==> src/hdl/bounded_request_queue_top_assert.svh <==
// ----------------------------------------------------------------------------
// Request queue assertion macros
// Concurrent checks clocked on clk, disabled while rst_n is low.
// ----------------------------------------------------------------------------
`ifndef BOUNDED_REQUEST_QUEUE_TOP_ASSERT_SVH
`define BOUNDED_REQUEST_QUEUE_TOP_ASSERT_SVH
`ifndef SYNTH
`define BRQ_ASSERT(lbl, prop, msg) \
  lbl: assert property (@(posedge clk) disable iff (!rst_n) prop) else $error(msg);
`define BRQ_ASSERT_NEXT(lbl, ante, cons, msg) \
  lbl: assert property (@(posedge clk) disable iff (!rst_n) ante |=> cons) else $error(msg);
`else
`define BRQ_ASSERT(lbl, prop, msg)
`define BRQ_ASSERT_NEXT(lbl, ante, cons, msg)
`endif
`endif

==> src/hdl/brq_pkg.sv <==
// ----------------------------------------------------------------------------
// Request queue package
// Sizes, operation and status codes, controller/datapath interface structs.
// ----------------------------------------------------------------------------
package brq_pkg;

  localparam int DEPTH = 64;
  localparam int IDX_W = $clog2(DEPTH);
  localparam int CNT_W = $clog2(DEPTH + 1);
  localparam int FD_W  = 16;
  localparam int TM_W  = 32;
  localparam int OP_W  = 2;
  localparam int ST_W  = 2;
  localparam int RIX_W = 6;
  localparam int MAX_W = 7;
  localparam logic [MAX_W-1:0] MAX_RESET = MAX_W'(64);

  typedef enum logic [OP_W-1:0] {
    OP_PUSH    = 2'd0,
    OP_POP_OLD = 2'd1,
    OP_POP_NEW = 2'd2,
    OP_REMOVE  = 2'd3
  } op_t;

  typedef enum logic [ST_W-1:0] {
    ST_OK    = 2'd0,
    ST_FULL  = 2'd1,
    ST_RANGE = 2'd2
  } status_t;

  // controller -> datapath
  typedef struct packed {
    logic    push;      // write at tail, count up, report ok
    logic    err;       // report err_code, nothing changes
    status_t err_code;
    logic    rd_first;  // read the entry being removed
    logic    capt;      // latch removed entry, read its successor
    logic    shift;     // move one entry down a slot
    logic    finish;    // count down, report ok
  } brq_cmd_t;

  // datapath -> controller
  typedef struct packed {
    logic full;
    logic empty;
    logic idx_bad;
    logic more_capt;
    logic more_shift;
  } brq_sts_t;

endpackage

==> src/hdl/brq_ctrl.sv <==
// ----------------------------------------------------------------------------
// Request queue controller
// Decodes an operation and steps the removal/compaction sequence.
// ----------------------------------------------------------------------------
module brq_ctrl (
  input  logic              clk,
  input  logic              rst_n,
  input  logic              start,
  input  brq_pkg::op_t      op,
  input  brq_pkg::brq_sts_t sts,
  output brq_pkg::brq_cmd_t cmd,
  output logic              busy
);
  import brq_pkg::*;

  typedef enum logic [1:0] {S_IDLE, S_CAPT, S_SHIFT} state_t;

  state_t state_r, state_nxt;
  logic   busy_r;

  always_comb begin
    state_nxt = state_r;
    cmd       = '0;
    cmd.err_code = ST_OK;
    case (state_r)
      S_IDLE: begin
        if (start) begin
          case (op)
            OP_PUSH: begin
              if (sts.full) begin
                cmd.err      = 1'b1;
                cmd.err_code = ST_FULL;
              end else begin
                cmd.push = 1'b1;
              end
            end
            OP_POP_OLD, OP_POP_NEW: begin
              if (sts.empty) begin
                cmd.err      = 1'b1;
                cmd.err_code = ST_RANGE;
              end else begin
                cmd.rd_first = 1'b1;
                state_nxt    = S_CAPT;
              end
            end
            default: begin
              if (sts.idx_bad) begin
                cmd.err      = 1'b1;
                cmd.err_code = ST_RANGE;
              end else begin
                cmd.rd_first = 1'b1;
                state_nxt    = S_CAPT;
              end
            end
          endcase
        end
      end
      S_CAPT: begin
        cmd.capt = 1'b1;
        if (sts.more_capt) begin
          state_nxt = S_SHIFT;
        end else begin
          cmd.finish = 1'b1;
          state_nxt  = S_IDLE;
        end
      end
      S_SHIFT: begin
        cmd.shift = 1'b1;
        if (!sts.more_shift) begin
          cmd.finish = 1'b1;
          state_nxt  = S_IDLE;
        end
      end
      default: begin
        state_nxt = S_IDLE;
      end
    endcase
  end

  always_ff @(posedge clk) begin
    if (!rst_n) begin
      state_r <= S_IDLE;
      busy_r  <= 1'b0;
    end else begin
      state_r <= state_nxt;
      busy_r  <= (state_nxt != S_IDLE);
    end
  end

  assign busy = busy_r;

endmodule

==> src/hdl/brq_datapath.sv <==
// ----------------------------------------------------------------------------
// Request queue datapath
// Entry memory, count, capacity register, compaction pointer, result regs.
// ----------------------------------------------------------------------------
module brq_datapath (
  input  logic                        clk,
  input  logic                        rst_n,
  input  brq_pkg::brq_cmd_t           cmd,
  output brq_pkg::brq_sts_t           sts,
  input  brq_pkg::op_t                op,
  input  logic [brq_pkg::FD_W-1:0]    entry_fd,
  input  logic [brq_pkg::TM_W-1:0]    entry_time,
  input  logic [brq_pkg::RIX_W-1:0]   remove_index,
  input  logic                        cfg_wr_en,
  input  logic [brq_pkg::MAX_W-1:0]   cfg_wr_data,
  output logic                        res_valid,
  output logic [brq_pkg::ST_W-1:0]    res_status,
  output logic [brq_pkg::FD_W-1:0]    res_fd,
  output logic [brq_pkg::TM_W-1:0]    res_time,
  output logic [brq_pkg::CNT_W-1:0]   res_count
);
  import brq_pkg::*;

  logic [FD_W-1:0]  mem_fd   [DEPTH];
  logic [TM_W-1:0]  mem_time [DEPTH];

  logic [CNT_W-1:0] count_r, count_nxt;
  logic [MAX_W-1:0] max_r;
  logic [IDX_W-1:0] ptr_r, ptr_nxt;
  logic [FD_W-1:0]  rd_fd_r;
  logic [TM_W-1:0]  rd_time_r;
  logic             valid_r;
  logic [ST_W-1:0]  status_r;
  logic [FD_W-1:0]  fd_r;
  logic [TM_W-1:0]  time_r;

  logic [IDX_W-1:0] pos;
  logic [IDX_W-1:0] rd_addr;
  logic [IDX_W-1:0] wr_addr;
  logic             wr_en;
  logic [FD_W-1:0]  wr_fd;
  logic [TM_W-1:0]  wr_time;
  logic [CNT_W:0]   ptr_p1;
  logic [CNT_W:0]   ptr_p2;

  // removal position of the incoming operation
  always_comb begin
    case (op)
      OP_POP_OLD: pos = '0;
      OP_POP_NEW: pos = IDX_W'(count_r - CNT_W'(1));
      default:    pos = IDX_W'(remove_index);
    endcase
  end

  assign ptr_p1 = (CNT_W+1)'(ptr_r) + (CNT_W+1)'(1);
  assign ptr_p2 = (CNT_W+1)'(ptr_r) + (CNT_W+1)'(2);

  assign sts.full       = (count_r >= CNT_W'(max_r)) || (count_r >= CNT_W'(DEPTH));
  assign sts.empty      = (count_r == '0);
  assign sts.idx_bad    = (CNT_W'(remove_index) >= count_r);
  assign sts.more_capt  = (ptr_p1 < (CNT_W+1)'(count_r));
  assign sts.more_shift = (ptr_p2 < (CNT_W+1)'(count_r));

  always_comb begin
    if (cmd.rd_first) begin
      rd_addr = pos;
    end else if (cmd.capt) begin
      rd_addr = ptr_p1[IDX_W-1:0];
    end else begin
      rd_addr = ptr_p2[IDX_W-1:0];
    end
  end

  assign wr_en   = cmd.push | cmd.shift;
  assign wr_addr = cmd.push ? count_r[IDX_W-1:0] : ptr_r;
  assign wr_fd   = cmd.push ? entry_fd   : rd_fd_r;
  assign wr_time = cmd.push ? entry_time : rd_time_r;

  // entry storage: one write, one registered read per cycle
  always_ff @(posedge clk) begin
    if (wr_en) begin
      mem_fd[wr_addr]   <= wr_fd;
      mem_time[wr_addr] <= wr_time;
    end
    rd_fd_r   <= mem_fd[rd_addr];
    rd_time_r <= mem_time[rd_addr];
  end

  always_comb begin
    count_nxt = count_r;
    if (cmd.push) begin
      count_nxt = count_r + CNT_W'(1);
    end else if (cmd.finish) begin
      count_nxt = count_r - CNT_W'(1);
    end
    ptr_nxt = ptr_r;
    if (cmd.rd_first) begin
      ptr_nxt = pos;
    end else if (cmd.shift) begin
      ptr_nxt = ptr_p1[IDX_W-1:0];
    end
  end

  always_ff @(posedge clk) begin
    if (!rst_n) begin
      count_r <= '0;
      max_r   <= MAX_RESET;
      valid_r <= 1'b0;
    end else begin
      count_r <= count_nxt;
      valid_r <= cmd.push | cmd.err | cmd.finish;
      if (cfg_wr_en) begin
        max_r <= cfg_wr_data;
      end
    end
  end

  always_ff @(posedge clk) begin
    ptr_r <= ptr_nxt;
    if (cmd.push || cmd.err) begin
      fd_r     <= '0;
      time_r   <= '0;
    end else if (cmd.capt) begin
      fd_r     <= rd_fd_r;
      time_r   <= rd_time_r;
    end
    if (cmd.err) begin
      status_r <= cmd.err_code;
    end else if (cmd.push || cmd.finish) begin
      status_r <= ST_OK;
    end
  end

  assign res_valid  = valid_r;
  assign res_status = status_r;
  assign res_fd     = fd_r;
  assign res_time   = time_r;
  assign res_count  = count_r;

`include "bounded_request_queue_top_assert.svh"

  `BRQ_ASSERT(a_count_bound, count_r <= CNT_W'(DEPTH), "count above depth")
  `BRQ_ASSERT(a_push_room, cmd.push |-> !sts.full, "push while full")
  `BRQ_ASSERT(a_shift_src, cmd.shift |-> (ptr_p1 < (CNT_W+1)'(count_r)), "shift past tail")
  `BRQ_ASSERT_NEXT(a_finish_dec, cmd.finish, count_r == $past(count_r) - CNT_W'(1), "count stuck")

endmodule

==> src/hdl/bounded_request_queue_top.sv <==
// ----------------------------------------------------------------------------
// Bounded request queue, top level
// Ordered queue of (fd, time) entries with push, pop oldest, pop newest and
// indexed removal that keeps the remaining entries in order.
// ----------------------------------------------------------------------------
//
//  Channel   Handshake                  Payload
//  -------   -------------------------  -----------------------------------
//  in_       start & !busy -> transfer  operation, entry_fd, entry_time,
//                                       remove_index
//  out_      out_valid (1 cycle)        status, fd, time, count
//  cfg_      cfg_wr_en                  cfg_wr_data = max_entries
//
//  Push and any flagged operation: result in the cycle after the transfer, busy
//  stays low, so one such operation per cycle.
//  Removal at position p: busy while the entry is read and then each later
//  entry is moved down a slot, result the cycle after busy ends.
//  The entry memory has one read and one write port and moves one entry per
//  cycle; that sets the rate.
//  Reset (rst_n low, synchronous): count 0, capacity 64; entries left as is.
//  Results cannot be stalled: out_valid pulses for one cycle per transfer.
//
module bounded_request_queue_top (
  input  logic                        clk,
  input  logic                        rst_n,
  // input channel
  input  logic                        start,
  output logic                        busy,
  input  logic [brq_pkg::OP_W-1:0]    in_operation,
  input  logic [brq_pkg::FD_W-1:0]    in_entry_fd,
  input  logic [brq_pkg::TM_W-1:0]    in_entry_time,
  input  logic [brq_pkg::RIX_W-1:0]   in_remove_index,
  // result channel
  output logic                        out_valid,
  output logic [brq_pkg::ST_W-1:0]    out_status,
  output logic [brq_pkg::FD_W-1:0]    out_fd,
  output logic [brq_pkg::TM_W-1:0]    out_time,
  output logic [brq_pkg::CNT_W-1:0]   out_count,
  // configuration
  input  logic                        cfg_wr_en,
  input  logic [brq_pkg::MAX_W-1:0]   cfg_wr_data
);
  import brq_pkg::*;

  brq_cmd_t cmd;
  brq_sts_t sts;
  op_t      op;

  assign op = op_t'(in_operation);

  // sequencer: decode, then read / move entries
  brq_ctrl u_ctrl (
    .clk   (clk),
    .rst_n (rst_n),
    .start (start),
    .op    (op),
    .sts   (sts),
    .cmd   (cmd),
    .busy  (busy)
  );

  // storage, count, capacity and result registers
  brq_datapath u_dp (
    .clk          (clk),
    .rst_n        (rst_n),
    .cmd          (cmd),
    .sts          (sts),
    .op           (op),
    .entry_fd     (in_entry_fd),
    .entry_time   (in_entry_time),
    .remove_index (in_remove_index),
    .cfg_wr_en    (cfg_wr_en),
    .cfg_wr_data  (cfg_wr_data),
    .res_valid    (out_valid),
    .res_status   (out_status),
    .res_fd       (out_fd),
    .res_time     (out_time),
    .res_count    (out_count)
  );

endmodule
==> config.mk <==
export PLATFORM = sky130hd
export DESIGN_NAME = bounded_request_queue_top
export DESIGN_NICKNAME = d
export VERILOG_FILES = /design/src/hdl/brq_pkg.sv /design/src/hdl/brq_ctrl.sv /design/src/hdl/brq_datapath.sv /design/src/hdl/bounded_request_queue_top.sv
export VERILOG_INCLUDE_DIRS = /design/src /design/src/hdl
export SDC_FILE = /design/constraint.sdc
export NUM_CORES = 2
export LEC_CHECK = 0
export ABC_AREA = 1
export BUFFER_PORTS_ARGS = -buffer_cell sky130_fd_sc_hd__buf_2
export CAP_MARGIN = 20
export CORE_MARGIN = 8
export CORE_UTILIZATION = 50
export DETAILED_ROUTE_END_ITERATION = 8
export GPL_ROUTABILITY_DRIVEN = 0
export PLACE_DENSITY = 0.65
export SLEW_MARGIN = 10
export SYNTH_ARGS = -nofsm -noshare
export SYNTH_HDL_FRONTEND = slang
export SYNTH_SLANG_ARGS = --single-unit
==> constraint.sdc <==
create_clock -name clk -period 5.5 [get_ports clk]
set_input_delay 0.275 -clock clk [delete_from_list [all_inputs] [get_ports clk]]
set_output_delay 0.275 -clock clk [all_outputs]
set_load 0.01 [all_outputs]
---- Word-level counts from Yosys, hierarchy flattened ----
Memories as Yosys holds them, arrays and structs flattened. A register that Yosys moved wholly into a read port is not among the register bits.
Index checks and enable logic that the tools add are counted.
storage, ports and cells
  output and inout bits ................... 59
  logic and storage cells ................. 75
  bits of input ports ..................... 67
  register bits ........................... 74
  bits in writable memories ............... 3072
  memories ................................ 2
operators by class
  magnitude comparators ................... 5
  equal/unequal tests ..................... 4
  add/sub/neg operators ................... 4
  mux-type cells .......................... 37
  reduce and logical (&&, ||, !) cells .... 11
  bitwise gates (word level) .............. 3
memory list
  memory         depth  width  read ports  clocked after Yosys merged registers in  wr ports  RTL line            source
  u_dp.mem_time  64     32     1           1                                        1         brq_datapath.sv:25  logic [TM_W-1:0] mem_time [DEPTH];
  u_dp.mem_fd    64     16     1           1                                        1         brq_datapath.sv:24  logic [FD_W-1:0] mem_fd [DEPTH];
operators with widths
  cell                   number
  $mux W32               1
  $mux W6                5
  $lt A8 B7 Y1           2
  $mux W16               1
  $mux W2                7
  $mux W7                2
  $pmux W6 S2            1
  $mux W1                10
  $mux W5                2
  $mux W3                3
  $reduce_bool A2 Y1     4
  $add A6 B1 Y7 const B  1
  $add A6 B2 Y7 const B  1
  $add A7 B1 Y7 const B  1
  $ge A6 B7 Y1           1
  $ge A7 B7 Y1           1
  $ge A7 B7 Y1 const B   1
  $logic_not A7 Y1       1
  $sub A7 B1 Y7 const B  1
  $pmux W2 S3            1
  $pmux W3 S2            1
  $eq A2 B1 Y1 const B   2
  $eq A2 B2 Y1 const B   2
  $logic_not A2 Y1       2
  other kinds (5)        10

---- Logic depth before layout (Yosys ltp) ----
  depth after elaboration ................. 9
  mapped depth ............................ 23
  mapped depth without buffers ............ 20

---- By module ----
A second synthesis with hierarchy kept.
unflattened totals
  cell total of the unflattened synthesis .. 12688
  area total of the unflattened synthesis .. 140415.9 um^2
by module, submodules not included
  module        cells each  area an instance (um^2)  sequential area each (um^2)  times used
  brq_datapath  12630       140064.3                 94710.8                      1
  brq_ctrl      58          351.6                    60.1                         1

---- Worst setup path before layout ----
Ideal clock, no wire load.
  path type ............................... register to register
  start ................................... reg u_dp.count_r[0], in the netlist u_dp.res_count[0]
  end ..................................... mem u_dp.mem_fd[0][15] (data pin)
  slack ................................... 0.338 ns
  setup time .............................. 0.702 ns
  clock period less this slack ............ 5.162 ns
  stages on the path, launching flop included .. 12
  data required time ...................... 4.798 ns
  arrival ................................. 4.460 ns
  buffers on the path ..................... 2
  cells stage by stage .................... dfxtp_1 -> inv_1 -> ha_1 -> o31ai_1 -> nand4_1 -> o211ai_1 -> nor2_1 -> nand2_1 -> inv_1 -> clkbuf_1 -> clkbuf_1 -> o21ai_0
on the way
  cells in the longest elaborated chain, start to end .. 7
  elaborated cells between the ends (all ways) .. 8
  classes of those cells .................. order compare: 2; mux: 5; reduce/logical: 1
RTL lines
  item                      RTL line             source
  start: declaration        brq_datapath.sv:27   logic [CNT_W-1:0] count_r, count_nxt;
  start signal: assignment  brq_datapath.sv:110  count_r <= count_nxt;
  $ge A7 B7 Y1              brq_datapath.sv:58   assign sts.full = (count_r >= CNT_W'(max_r)) || (count_r >= CNT_W'(DEPTH));
  $logic_or A1 B1 Y1 (*)    brq_datapath.sv:58
  $mux W1 (*)               brq_ctrl.sv:30       if (sts.full) begin
  $mux W1 (*)               brq_ctrl.sv:28       case (op)
  $mux W5 (*)               brq_ctrl.sv:27       if (start) begin
  $mux W5 (*)               brq_ctrl.sv:25       case (state_r)
  $mux W16 (*)              brq_datapath.sv:76   assign wr_fd = cmd.push ? entry_fd : rd_fd_r;
  via u_dp.wr_fd[15]        brq_datapath.sv:41   logic [FD_W-1:0] wr_fd;
  end: declaration          brq_datapath.sv:24
Mark *: on every way through the listed nets, which the timed path passes. The rest lies on a longest branch.

---- Worst setup path after layout ----
  start ................................... reg u_dp.count_r[4], in the netlist u_dp.res_count[4]
  end ..................................... mem u_dp.mem_fd[1][1], enable pin
on the way
  cells in the longest elaborated chain, start to end .. 9
  elaborated cells between the ends (all ways) .. 11
  classes of those cells .................. order compare: 2; mux: 7; bitwise: 1; reduce/logical: 1
RTL lines
  item                           RTL line            source
  $ge A7 B7 Y1                   brq_datapath.sv:58
  $logic_or A1 B1 Y1             brq_datapath.sv:58
  $mux W1                        brq_ctrl.sv:30
  $mux W1                        brq_ctrl.sv:28
  $mux W5                        brq_ctrl.sv:27
  $mux W5                        brq_ctrl.sv:25
  $or A1 B1 Y1                   brq_datapath.sv:74  assign wr_en = cmd.push | cmd.shift;
  $mux W1                        brq_datapath.sv:81  if (wr_en) begin
  $mux W1 (implied by the code)  brq_datapath.sv:82  mem_fd[wr_addr] <= wr_fd;
Several ways; a longest one is shown, not always the timed one.

==> impl_results.md <==
- Layout cell share with drive strength beyond 1: 7.46%
- Fin. max-slew vios: 0
- FF+latch count, synth: 3,194
- Crit start category: flip-flop
- Setup Skew: 0.0475 ns
- Max Root-Sink Buffers: 4
- Final HPWL DP: 214,000 um
- Syn Nets: 13,811
- Worst skew pair latency: 0.91 ns
- Hold depth: 3
- FP Rows: approximately 190
- Arrival time worst endpoint: 5.44 ns
- Post-synth top flop: edfxtp_1
- Final setup fails: 0
- GR Overflow Total: 0
- Pwr/cell area: 472 nW/um^2
- Final Power: 74.2 mW
- Fin Hold WS: 0.0423 ns
- Clock transition at path regs: 0.06 ns
- Cell taking the most area after synthesis: edfxtp_1
- Initial DRC Count: 11,938
- Cells after Synth: 13,708
- Reg-to-Reg Start: u_dp.res_count[4]
- Type of the most critical hold path: in -> reg
- Final hold viol count: 0
- Slew HR: 25.1%
- Post CTS Setup Buffer Count: 0
- Die Span X: approximately 540 um
- Synth Cell Area: 140,000 sq um
- Synth cell types: 38
- Leakage: 66.7 nW
- Via count: 97,588
- WL final: 414,000 um
- Synthesis-to-layout area growth: 12.6%
- DR vias/cell: 5.49
- Setup TNS: 0 ns
- Most frequent cells in the layout: nand3_1 (3,240), nand2_1 (3,150), edfxtp_1 (3,080)
- Period utilisation layout: ~90%
- Peak Freq: 0.201 GHz
- Router iterations before antenna repair: 6
- CTS Sinks: between 3,000 and 4,000
- Cts bufs inserted: 327
- Final Util: between 50% and 60%
- Area post-placement: 147,000 sq um
- Async SR Flop Fraction: 0%
- Buffers on Ports: 125
- Die area: 296,000 sq um
- Fin crit period: 4.97 ns
- # DRC: 0
- Yosys warnings: 0
- Die Ht: 544 um
- Most common cell after layout, fill and taps aside: nand3_1
- Worst R2R Path Depth: 12
- WS Path Type: reg -> reg
- Avg Inst Size Synth: between 10 and 15 sq um
- Initial core utilization: 50.1%
- Post-CTS sizing: 0
- Worst-margin pin slew: 1.12 ns
- Final Cell Area: 157,000 sq um
- Max capacitance violation total: 0
- Crit path max fanout: 30
- Vias in the first global route: just over 90,000
- Worst Setup SP: u_dp.res_count[4]
- Gr usage total: a little over a quarter
- CTS tree: built
- RSZ-0062 raised after global routing: false
- Critical hold path startpoint: in_entry_time[15]
- Setup crit end kind: flip-flop
- Detail Route Antenna Nets: 0
- Post-synthesis sequential area ratio: between 60% and 70%
- Number of flops mapped to enable cells by yosys: between 3,000 and 4,000
- Fill cell count: 23,199
- First-pass GRT wire length: 606,000 um
- Share of the synthesized area in the top cell type: 66.2%
- Final nets: 13,906
- Pin count of the biggest net entering global routing: 124
- CORE AREA: between 200,000 and 300,000 sq um
- Req. time, crit path: between 5 and 6 ns
- Ranking of synthesized cells by area: edfxtp_1 (66%), nand3_1 (12%), nand2_1 (8.5%)
- CTS root buffer: clkbuf_16
- Outcome: finished, final reports clean
- WL per Instance: ~23 um
- Hold Buf Count CTS: 33
- Io pins: ~130
- Initial antenna violation count: 10
- H-tree Lvls: 5
- Worst vdd ir: 398 uV
==> worst paths after layout <==
check,slack [ns],end
setup reg to reg,0.53,u_dp.mem_fd[1][1]
setup / recovery,0.53,u_dp.mem_fd[1][1]
hold reg to reg,0.51,u_dp.res_time[26]
hold / removal,0.04,u_dp.mem_time[47][15]
==> kinds of logic after synthesis <==
group                      after synthesis  synth area share, %
DFF                                   3194                 67.9
xor gates and xnor gates                11               0.0690
AOI/OAI and AO/OA                      177                0.680
and+or+nand+nor                       6564                 20.6
adders and majority gates               36                0.323
buffers and inverters                 3726                 10.4
==> sequential cells by signal, indices dropped and copies added (netlist names) <==
register / flops
u_dp.res_fd: 16
u_dp.rd_fd_r: 16
u_ctrl.busy: 1
u_dp.ptr_r: 6
u_dp.rd_time_r: 32
u_dp.res_valid: 1
u_dp.res_status: 2
u_dp.res_count: 7
u_ctrl.state_r: 2
u_dp.max_r: 7
u_dp.mem_fd: 1024
u_dp.res_time: 32
u_dp.mem_time: 2048
==> worst max-delay path: stages (launching register included) <==
cell and delay (ns):
dfxtp_1 0.47, ha_1 0.32, a21oi_1 0.17, o21a_1 0.13, o211ai_1 0.10, nor2_1 0.15, nand2_1 0.21, o21ai_0 0.81
buf_4 0.26, nand3_1 0.07, buf_4 0.20, nor2_4 0.71, buf_4 0.86
==> cell usage after synthesis, types with 3 or more instances <==
cell type	n
nor3_1	3
o21ai_0	126
inv_2	8
edfxtp_1	3080
o21a_1	3
nand3_1	3240
o21ai_1	4
nand2_2	8
nor2_1	139
buf_2	459
a21oi_1	25
nand4_1	16
buf_1	24
buf_4	7
dfxtp_1	114
nand2_1	3151
xor2_1	10
o211ai_1	5
clkbuf_1	245
ha_1	36
clkinv_1	3
inv_1	2980
==> stage by stage <==
stage                     setup slack [ns]  instances
after global routing                 0.437      17786
after floorplan                      0.338      13708
after global placement               0.769      17154
after detailed placement             0.780      17155
after CTS                            0.725      17773
final                                0.529      17788
==> report_power, final <==
part	switching, mW	internal, mW	leakage, nW	total, mW
logic	16.2	5.66	33.0	21.9
registers	0.315	30.6	28.7	30.9
clock network	9.19	12.2	4.95	21.4
==> layout make-up <==
| type | instances | area (sq um) | share of cell area (%) |
|---|---|---|---|
| multi-input cells | 6788 | 31400 | 20.0 |
| flip-flops and latches | 3194 | 94800 | 60.3 |
| clock inverters | 131 | 1110 | 0.704 |
| repair buffers | 501 | 4900 | 3.12 |
| clock buffers | 454 | 9030 | 5.75 |
| well taps | 3724 | 4660 | 2.96 |
| diodes | 5 | 12.5 | 0.00796 |
| inverters | 2991 | 11300 | 7.16 |
==> routing by layer <==
layer | wire, um | track usage, % | vias up
met5 | 34 | 0 | -
met4 | 19100 | 11.1 | 6
met3 | 42000 | 5.30 | 975
met2 | 194000 | 45.3 | 4925
met1 | 159000 | 35.6 | 47028
li1 | - | - | 44654
(Power assumes the default switching activity.)
